## src/rtl/cblru_pkg.sv

```systemverilog
// Shared types, codes and constants of the cost-bounded LRU cache.
`timescale 1ns / 1ps
package cblru_pkg;

    localparam int CBL_ENTRIES = 32;
    localparam logic [31:0] CBL_BUDGET_RESET = 32'(128 * 1024 * 1024);
    localparam logic [4:0] CBL_MAX_EVICT = 5'd31;
    localparam logic [63:0] CBL_TOTAL_MAX = 64'h0000_003F_FFFF_FFFF;

    localparam logic [2:0] REQ_LOOKUP = 3'd0;
    localparam logic [2:0] REQ_TOUCH  = 3'd1;
    localparam logic [2:0] REQ_STORE  = 3'd2;
    localparam logic [2:0] REQ_REMOVE = 3'd3;
    localparam logic [2:0] REQ_CLEAR  = 3'd4;

    localparam logic [2:0] KIND_LOOKUP = 3'd0;
    localparam logic [2:0] KIND_EVICT  = 3'd1;
    localparam logic [2:0] KIND_STORE  = 3'd2;
    localparam logic [2:0] KIND_REMOVE = 3'd3;
    localparam logic [2:0] KIND_CLEAR  = 3'd4;

    localparam logic [2:0] OP_HOLD   = 3'd0;
    localparam logic [2:0] OP_CMP    = 3'd1;
    localparam logic [2:0] OP_TOUCH  = 3'd2;
    localparam logic [2:0] OP_DROP   = 3'd3;
    localparam logic [2:0] OP_INSERT = 3'd4;
    localparam logic [2:0] OP_KILL   = 3'd5;
    localparam logic [2:0] OP_CLEAR  = 3'd6;

    typedef struct packed {
        logic        valid;
        logic [3:0]  floor_tag;
        logic [63:0] chunk_key;
        logic [31:0] cost;
        logic [31:0] payload;
    } t_entry;

    typedef struct packed {
        logic [2:0] op;
    } t_cell_ctl;

endpackage

```

## src/rtl/cblru_cell.sv

```systemverilog
// One position of the recency chain: holds one entry and shifts with its neighbors.
`timescale 1ns / 1ps
module cblru_cell (
    input  logic               i_clk,
    input  logic               i_rst_n,
    input  cblru_pkg::t_cell_ctl i_ctl,
    input  logic [3:0]         i_tag_floor,
    input  logic [63:0]        i_tag_key,
    input  cblru_pkg::t_entry  i_above,
    input  cblru_pkg::t_entry  i_below,
    input  logic               i_seen,
    output logic               o_seen,
    output cblru_pkg::t_entry  o_entry,
    output logic               o_match,
    output logic               o_tail
);
    import cblru_pkg::*;

    logic   r_valid, n_valid;
    logic   r_match, n_match;
    t_entry r_data, n_data;
    logic   w_load_above, w_load_below;

    assign o_entry = '{valid: r_valid, floor_tag: r_data.floor_tag,
                       chunk_key: r_data.chunk_key, cost: r_data.cost,
                       payload: r_data.payload};
    assign o_match = r_match;
    assign o_seen  = i_seen | r_match;
    assign o_tail  = r_valid & ~i_below.valid;

    always_comb begin
        w_load_above = 1'b0;
        w_load_below = 1'b0;
        n_valid = r_valid;
        n_match = r_match;
        n_data  = r_data;
        case (i_ctl.op)
            OP_CMP: begin
                n_match = r_valid && (r_data.floor_tag == i_tag_floor)
                          && (r_data.chunk_key == i_tag_key);
            end
            OP_TOUCH:  w_load_above = ~i_seen;
            OP_DROP:   w_load_below = i_seen | r_match;
            OP_INSERT: w_load_above = 1'b1;
            OP_KILL: begin
                if (o_tail) begin
                    n_valid = 1'b0;
                end
            end
            OP_CLEAR:  n_valid = 1'b0;
            default: ;
        endcase
        if (w_load_above) begin
            n_valid = i_above.valid;
            n_data  = i_above;
        end else if (w_load_below) begin
            n_valid = i_below.valid;
            n_data  = i_below;
        end
    end

    always_ff @(posedge i_clk) begin
        if (!i_rst_n) begin
            r_valid <= 1'b0;
            r_match <= 1'b0;
        end else begin
            r_valid <= n_valid;
            r_match <= n_match;
        end
    end

    always_ff @(posedge i_clk) begin
        r_data <= n_data;
    end

endmodule

```

## config.mk

```make
export PLATFORM = sky130hd
export DESIGN_NAME = cblru_cell
export DESIGN_NICKNAME = d
export VERILOG_FILES = /design/src/rtl/cblru_pkg.sv /design/src/rtl/cblru_cell.sv
export SDC_FILE = /design/constraint.sdc
export NUM_CORES = 1
export LEC_CHECK = 0
export ABC_CLOCK_PERIOD_IN_PS = 9100
export BUFFER_PORTS_ARGS = -buffer_cell sky130_fd_sc_hd__clkbuf_2
export CORE_AREA = 2 2 183 185
export CTS_BUF_LIST = sky130_fd_sc_hd__clkbuf_16
export CTS_CLUSTER_SIZE = 30
export DETAILED_ROUTE_END_ITERATION = 8
export DIE_AREA = 0 0 185 187
export GPL_ROUTABILITY_DRIVEN = 0
export PLACE_DENSITY = 0.43
export SLEW_MARGIN = 5
export SYNTH_ARGS = -nofsm -noshare
export SYNTH_HDL_FRONTEND = slang
export SYNTH_SLANG_ARGS = --single-unit
```

## constraint.sdc

```tcl
create_clock -name i_clk -period 9.1 [get_ports i_clk]
set_clock_uncertainty 0.1 [all_clocks]
set_input_delay 0.91 -clock i_clk [delete_from_list [all_inputs] [get_ports i_clk]]
set_output_delay 0.91 -clock i_clk [all_outputs]
set_load 0.02 [all_outputs]
```

==> impl_summary.md, run 1 <==
Route
The total iterations of the first detailed-routing run is 4. The remaining design rule violation count is 0. Dividing the detail-routed via count by the number of cells gives 3.90. In this run the remaining antenna-violating nets after routing total 0. The routed layout has 5267 vias. In the final routed layout, each cell accounts on average for 16.6 µm. The iteration-0 DRC count of the detailed router is ~100. After detailed routing, the total wire length is 22.5 mm.

Worst setup path
The maximum fanout along the worst path is 69. The largest delay contributor family on the critical path is buffers and inverters. The startpoint identified for the worst register-to-register timing path is o_match.

The largest incremental delay on the critical path is between 0.8 and 0.9 ns. The kind of capture point of the worst setup path is a register. The dominant cell type by count on the critical path is sky130_fd_sc_hd__buf_4.

The kind of start point of the critical path is an input pin. Traced cell by cell, the critical path runs through clkbuf_2 -> mux2i_1 -> nand2_1 -> o22ai_4 -> buf_4 -> buf_4. The critical path contains buffers and inverters numbering 3 combined.

The internal reg-to-reg setup slack is ~6.1 ns. For the worst flop-to-flop path, the logic depth is 6. The endpoint of the lowest-slack register-to-register path is o_entry[9].

The type of the setup path with the least slack is in -> reg. The slowest cell on the critical path is sky130_fd_sc_hd__buf_4. Data arrives at the worst endpoint at ~3.3 ns.

The required time of the critical path is 9.05 ns.

Floorplanning
The die outline area is ~35000 µm². The die is between 150 and 200 µm wide. The die extent in y is 187 µm. The count of standard-cell rows is 67. The region available for standard cell placement spans 32900 µm². The effective utilization at floorplan is 19.8%.

The number of top-level design ports is 476.

STA
The final count of pins violating max slew is 0. The max-slew headroom at the worst pin is 34.0%. Setup repair after global routing left no endpoint under its margin. The total of endpoints with negative setup slack in the final report is 0. The hold violation count in the final report came to 0. Summed over all failing endpoints, the final setup total negative slack is 0 ns. The worst-margin pin slew is 0.989 ns. Of the available clock period, the critical path in the final layout requires 36.7%. The timing-limited maximum frequency is 300 MHz. The shortest clock period the worst path allows after layout is 3.34 ns.

Cells and area
The growth of design area from synthesis to finish is 52.8%. In the final layout, the share of cells above drive strength 1 is 63.5%. The number of antenna diodes in the final layout is 0. After filler insertion, the fill cell instance count of the layout stands at 3456.

The sequential cell area in the final layout is 4000 µm². At the end of the flow, the number of nets in the layout was 1231. The footprint of the multi-input gates is 2380 µm².

Logic synthesis
In the synthesized netlist the async set-or-reset flop fraction comes to 0%. The number of synthesized flops with an enable pin is 132. Summing the areas of all compound-gate instances in the mapped netlist gives 1.71% of the synthesized area. The number of instances in the synthesized netlist is 408. The largest family of logic cells by synthesized area is multiplexers. The fraction of the yosys area taken by sequential cells is 61.4%.

The post-synthesis cell type count is 31. Yosys printed 0 warnings. Of the total synthesized cell area, the portion taken by AND, OR, NAND and NOR gates is 3.61%. Yosys attributes the largest share of cell area to sky130_fd_sc_hd__edfxtp_1 (61%), sky130_fd_sc_hd__mux2_1 (12%), sky130_fd_sc_hd__mux2_2 (11%). The cell type with the highest aggregate area in the netlist is sky130_fd_sc_hd__edfxtp_1.

The most common cell in the synthesized netlist is sky130_fd_sc_hd__edfxtp_1. The most used flip-flop cell after synthesis is sky130_fd_sc_hd__edfxtp_1. The fraction of synthesized area in multiplexers is 22.9%. Counting flops and latches in the post-synthesis netlist gives 134.

The total nets after synthesis is between 700 and 800. Summing the areas of all fa, ha and maj instances in the mapped netlist gives 0% of the synthesized area. After synthesis, the most frequently instantiated cells are sky130_fd_sc_hd__edfxtp_1 (132), sky130_fd_sc_hd__mux2_1 (69), sky130_fd_sc_hd__mux2_2 (63), sky130_fd_sc_hd__xnor2_1 (57), sky130_fd_sc_hd__nand4_1 (15).

A synthesized cell averages ~16 µm². The area of the mapped netlist is ~6500 µm². The area fraction of the dominant cell type after synthesis is 60.8%. Of the total synthesized cell area, the portion taken by XOR and XNOR cells is 7.92%.

Hold path
The sink of the worst hold path is o_match. The origin of the worst min-delay path is o_match. The hold path depth is 2. The tightest min-delay check is of the reg -> reg type.

Clock tree
The root buffer cell is sky130_fd_sc_hd__clkbuf_16. The number of gates resized after cts is 0. Counting the buffers created by CTS gives 17. Counting every sink on the clock net gives around 130. The total of hold buffers inserted after clock tree synthesis is 0. The latest clock arrival within the worst-skew pair is 0.44 ns. The maximum buffer depth of the clock tree is 2. Clock-pin slew was measured on the worst setup and hold paths at 0.06 ns. The count of buffers added by post-CTS timing repair for setup is 0. The maximum level of the CTS H-tree is 4. TritonCTS built the clock tree.

Global route
The first global-routing pass estimated ~33 mm of wire. Global routing used 12.9% of the available tracks. The sum of overflow across all layers after global routing is 0. The number of antenna violations at the first check in global routing is 0. The largest net degree at the start of global routing is 70. The via count of the first global-routing pass is 5640.

Placed design
The number of input and output port buffers inserted is 475. The half-perimeter wire length after placement is 17.9 mm.

Pwr
The power per unit of standard cell area is ~180 nW/µm². The worst-case IR drop observed on VDD is roughly 0.00012 V. The completed layout was analyzed and its total power is 1810 µW. The static leakage power is 0.00428 µW.

Run
The tool flagged a number of max-cap violations equal to 0.

Run status
The run finished with clean final reports.
-- final cells by class --
type / count / share of cell area (%)
clock buffer: 17 / 4.27
tap: 448 / 5.62
clock inverter: 15 / 1.54
timing repair buffer: 479 / 24.2
inverter: 9 / 0.339
multi-input combinational: 250 / 23.9
sequential: 134 / 40.2
-- cells in the final DEF, fill, tap and decap left out, types with 2 or more instances in the layout --
master and instances:
sky130_fd_sc_hd__clkbuf_2 475, sky130_fd_sc_hd__edfxtp_1 132, sky130_fd_sc_hd__mux2_1 69, sky130_fd_sc_hd__mux2_2 63
sky130_fd_sc_hd__xnor2_1 57, sky130_fd_sc_hd__clkbuf_16 17, sky130_fd_sc_hd__nand4_1 15, sky130_fd_sc_hd__inv_1 9
sky130_fd_sc_hd__nand2_1 8, sky130_fd_sc_hd__clkinvlp_4 5, sky130_fd_sc_hd__nand2b_1 4, sky130_fd_sc_hd__nor2b_1 4
sky130_fd_sc_hd__nor4_1 4, sky130_fd_sc_hd__inv_6 4, sky130_fd_sc_hd__buf_4 4, sky130_fd_sc_hd__nor2_1 3
sky130_fd_sc_hd__o21ai_0 3, sky130_fd_sc_hd__a21oi_1 2, sky130_fd_sc_hd__o221ai_1 2, sky130_fd_sc_hd__nand3_1 2
sky130_fd_sc_hd__xor2_1 2, sky130_fd_sc_hd__clkinv_1 2, sky130_fd_sc_hd__bufinv_16 2, sky130_fd_sc_hd__dfxtp_1 2
-- metrics by stage --
step	cells	utilization, %	hold slack (ns)	cell area (µm²)	worst slack (ns)
after global placement	1320	28.6	0.401	9390	5.31
after global routing	1352	30.3	0.511	9970	5.60
after CTS	1352	30.3	0.437	9970	5.78
final	1352	30.3	0.441	9970	5.76
after detailed placement	1320	28.6	0.425	9390	5.27
after floorplan	408	-	0.460	6520	0.758
-- sequential cells by signal, indices dropped and copies added (netlist names) --
register  count
o_entry     132
o_match       1
r_valid       1
-- per-layer routing --
| layer | vias to the layer above | GRT usage, % | wire [µm] |
|---|---|---|---|
| met4 | 0 | 4.30 | 276 |
| met2 | 282 | 23.2 | 11600 |
| met5 | - | 0 | 0 |
| met1 | 2446 | 13.7 | 8440 |
| met3 | 17 | 4.89 | 2180 |
| li1 | 2522 | - | - |
-- worst min-delay path: stages (launching register included) --
cell                      delay (ns)
sky130_fd_sc_hd__dfxtp_1        0.34
sky130_fd_sc_hd__nand3_1        0.08
sky130_fd_sc_hd__o21ai_0        0.07
-- worst max path at each step --
stage | from | end | slack [ns] | cells after the start
after global routing | i_ctl[0] | o_entry[31] | 5.60 | 6
after CTS | i_ctl[0] | o_entry[31] | 5.78 | 6
after detailed placement | i_ctl[0] | o_entry[9] | 5.27 | 6
final | i_ctl[0] | o_entry[9] | 5.76 | 6
after floorplan | i_seen | o_entry[0] | 0.76 | 4
after global placement | i_ctl[0] | o_entry[39] | 5.31 | 6
-- logic make-up (layout without fill, tap and decap cells) --
group / Yosys count / after routing
buffers and inverters: 24 / 520
DFF: 134 / 134
xor gates and xnor gates: 59 / 59
muxes: 133 / 133
and+or+nand+nor: 42 / 42
AOI/OAI and AO/OA: 16 / 16
-- power by group --
| group | leakage, µW | switching, µW | internal (µW) |
|---|---|---|---|
| sequential | 0.00125 | 29.5 | 751 |
| combinational | 0.00276 | 183 | 153 |
| clock | 0.000268 | 291 | 404 |
| total | 0.00428 | 504 | 1310 |
(Power assumes the default switching activity.)
==> inputs of run 2 (changes only) <==
--- a/config.mk
+++ b/config.mk
@@ -5,7 +5,7 @@
 export SDC_FILE = /design/constraint.sdc
 export NUM_CORES = 1
 export LEC_CHECK = 0
-export ABC_CLOCK_PERIOD_IN_PS = 9100
+export ABC_CLOCK_PERIOD_IN_PS = 3400
 export BUFFER_PORTS_ARGS = -buffer_cell sky130_fd_sc_hd__clkbuf_2
 export CORE_AREA = 2 2 183 185
 export CTS_BUF_LIST = sky130_fd_sc_hd__clkbuf_16
==> constraint.sdc (replaced) <==
create_clock -name i_clk -period 3.4 [get_ports i_clk]
set_clock_uncertainty 0.1 [all_clocks]
set_input_delay 0.34 -clock i_clk [delete_from_list [all_inputs] [get_ports i_clk]]
set_output_delay 0.34 -clock i_clk [all_outputs]
set_load 0.02 [all_outputs]
==> run 2 against run 1 <==
Register-to-register slack got worse by 4.9 ns; first-iteration DRC count rose by 54%; highest routed layer unchanged; largest cell class unchanged; hold slack got worse by 0.36 ns; critical path type is now reg -> reg.
==> impl_summary.md, run 2 (same netlist as run 1, synthesis figures left out) <==
Global route
In the global route stage, overall resource usage came out at roughly 13%. Entering global routing, the biggest net connects 78 pins. The number of antenna violations at the first check in global routing is 0. The sum of overflow across all layers after global routing is 0.

The via count of the first global-routing pass came to 5494. The first global-routing pass estimated between 30 and 40 mm of wire.

Clock tree
Buffers inserted to repair hold after CTS numbered 0. Clock latency on the worst-skew pair, taken at its later pin, is 0.42 ns. The clock edge transition at the registers on the reported setup and hold paths is 0.06 ns.

The clock sink count is 134. The clock tree synthesis step divided the H-tree into 4 levels. The root buffer cell is sky130_fd_sc_hd__clkbuf_16. The count of buffers added by post-CTS timing repair for setup is 0. Once the clock tree was built, the resizer swapped 0 gates to a different size.

The TritonCTS buffer count is 17. The TritonCTS clock tree is built. The maximum buffer depth of the clock tree is 2.

Route
Once detail routing completed, the nets flagged for antenna violations numbered 0. The remaining design rule violation count is 0. After detailed routing, the average wire length per cell comes to between 15 and 20 µm.

The final layout contains routed wiring with a total length of 22.3 mm. The per-cell via count in the routed design is 3.88. Summing over every cut layer, the via total after detailed routing is 5277.

The first TritonRoute pass finished after 4 iterations. The iteration-0 DRC count of the detailed router is 159.

Worst setup path
The kind of capture point of the worst setup path is a register. The arrival time at the worst endpoint is 2.48 ns. The type of the setup path with the least slack is reg -> reg. The required time of the critical path is 3.64 ns.

Along the worst path, the maximum fanout reaches 2. Measured in cells, the most critical reg-to-reg path has a length of 5. The kind of start point of the critical path is a register.

Pwr
The switching power share of the total is about 28%. For this design the static power due to leakage is 0.00434 µW. The clock network is responsible for 37.8% of the overall power.

Across the VDD grid, the largest voltage drop is between 0.0002 and 0.0003 V. The internal portion of the total power is about 3500 µW. In this run, flip-flops and latches consume 43.2% of the power. The combinational power share is roughly a fifth. The analysis attributes to net switching a power of 1330 µW. Power spread over the standard cell area amounts to a little under 500 nW/µm².

Cells and area
The share of post-route cells with drive strength above 1 is 63.8%. The design area is 10100 µm². The sequential cell area in the final layout is 4010 µm². In the final design database the tool counted 1238 nets. The growth of design area from synthesis to finish is 54.4%. The layout filler cell count is 3484. The number of antenna diodes is 0.

The multi-input combinational cells in the finished layout cover a total of 2380 µm². The register with the most flip-flops in the layout has 132 of them. The most common library cell in the layout ignoring fill and taps is sky130_fd_sc_hd__clkbuf_2. The core utilization of the finished layout is slightly above 30%. In the layout the commonest cells are sky130_fd_sc_hd__clkbuf_2 (475), sky130_fd_sc_hd__edfxtp_1 (132), sky130_fd_sc_hd__mux2_1 (69), sky130_fd_sc_hd__mux2_2 (63), sky130_fd_sc_hd__xnor2_1 (57).

Hold path
The tightest min-delay check is of the in -> reg type. The worst hold path passes through 2 cells.

Floorplanning
Once the floorplan was initialized, standard cells occupied about a fifth of the core. The horizontal die dimension is 185 µm. The die extent in y is 187 µm. roughly 480 I/O pins were placed.

The die outline area is between 30000 and 40000 µm². The region available for standard cell placement spans 32900 µm². After floorplanning, the core was divided into 67 placement rows.

STA
The worst hold slack is 0.0838 ns. Setup repair after global routing left no endpoint under its margin. The post-route setup TNS is 0 ns. The max-slew headroom at the worst pin is 47.3%. After layout, the worst setup slack is between 1 and 1.5 ns. The clock period could shrink to 2.24 ns.

The fraction of the cycle the final worst path needs is 65.8%. The hold violation count in the final report is 0. For the pin with the worst max-slew slack, the measured transition is 0.791 ns. The timing-limited maximum frequency is about 450 MHz. The total of endpoints with negative setup slack in the final report is 0. The final count of pins violating max slew is 0.

Placed design
Detailed placement finished with a half-perimeter wire length of 17.9 mm. Once placement finished, the instance area stood at 9500 µm². The pre-CTS setup slack is approximately 0.7 ns. The number of input and output port buffers inserted is 475.

Run status
The flow ran to the end, and the final reports show no timing, DRC or antenna violations.

Run
The max-cap check violation count is 0.
==> run 2: changes by cell type in the layout (fill, tap and decap cells not counted), sizes merged <==
cell and change:
buf +7, clkinv +5, inv -3, clkinvlp -2
==> run 2: final timing paths <==
path / from / to / slack [ns]
max: o_entry[104] / o_match / 1.16
min: i_rst_n / r_valid / 0.08
max reg2reg: o_entry[104] / o_match / 1.16
min reg2reg: o_match / o_match / 0.39
==> run 2: worst max-delay path, stage by stage (launching register included) <==
cell and delay (ns):
sky130_fd_sc_hd__edfxtp_1 0.41, sky130_fd_sc_hd__xnor2_1 0.29, sky130_fd_sc_hd__nand4_1 0.29, sky130_fd_sc_hd__nor4_1 0.61, sky130_fd_sc_hd__nand4_1 0.26, sky130_fd_sc_hd__o21ai_0 0.19
==> run 2: area by class of cell <==
cell class	instances	area share, %
inverters	9	0.336
repair buffers	486	25.1
multi-input cells	250	23.6
flip-flops and latches	134	39.8
clock buffers	17	4.23
clock inverters	15	1.39
well taps	448	5.57
==> run 2: power groups by stage <==
stage                     registers [µW]  clock network, µW  logic [µW]
after global routing                2110               1960         993
after global placement              2120                  0         933
after CTS                           2090               1910         937
after detailed placement            2120                  0         933
after floorplan                     2310                  0         294
final                               2090               1830         916
==> run 2: through the flow <==
| step | instances | power [µW] |
|---|---|---|
| after floorplan | 408 | 2610 |
| after global placement | 1327 | 3060 |
| after detailed placement | 1327 | 3060 |
| after CTS | 1359 | 4940 |
| after global routing | 1359 | 5060 |
| final | 1359 | 4830 |
==> run 2: per-layer routing <==
layer	share of wire (%)	global-route usage [%]	vias up
li1	-	-	2536
met1	38	13.5	2444
met2	52	22.8	282
met3	9.1	4.85	15
met4	1.2	3.45	0
met5	0	0	-
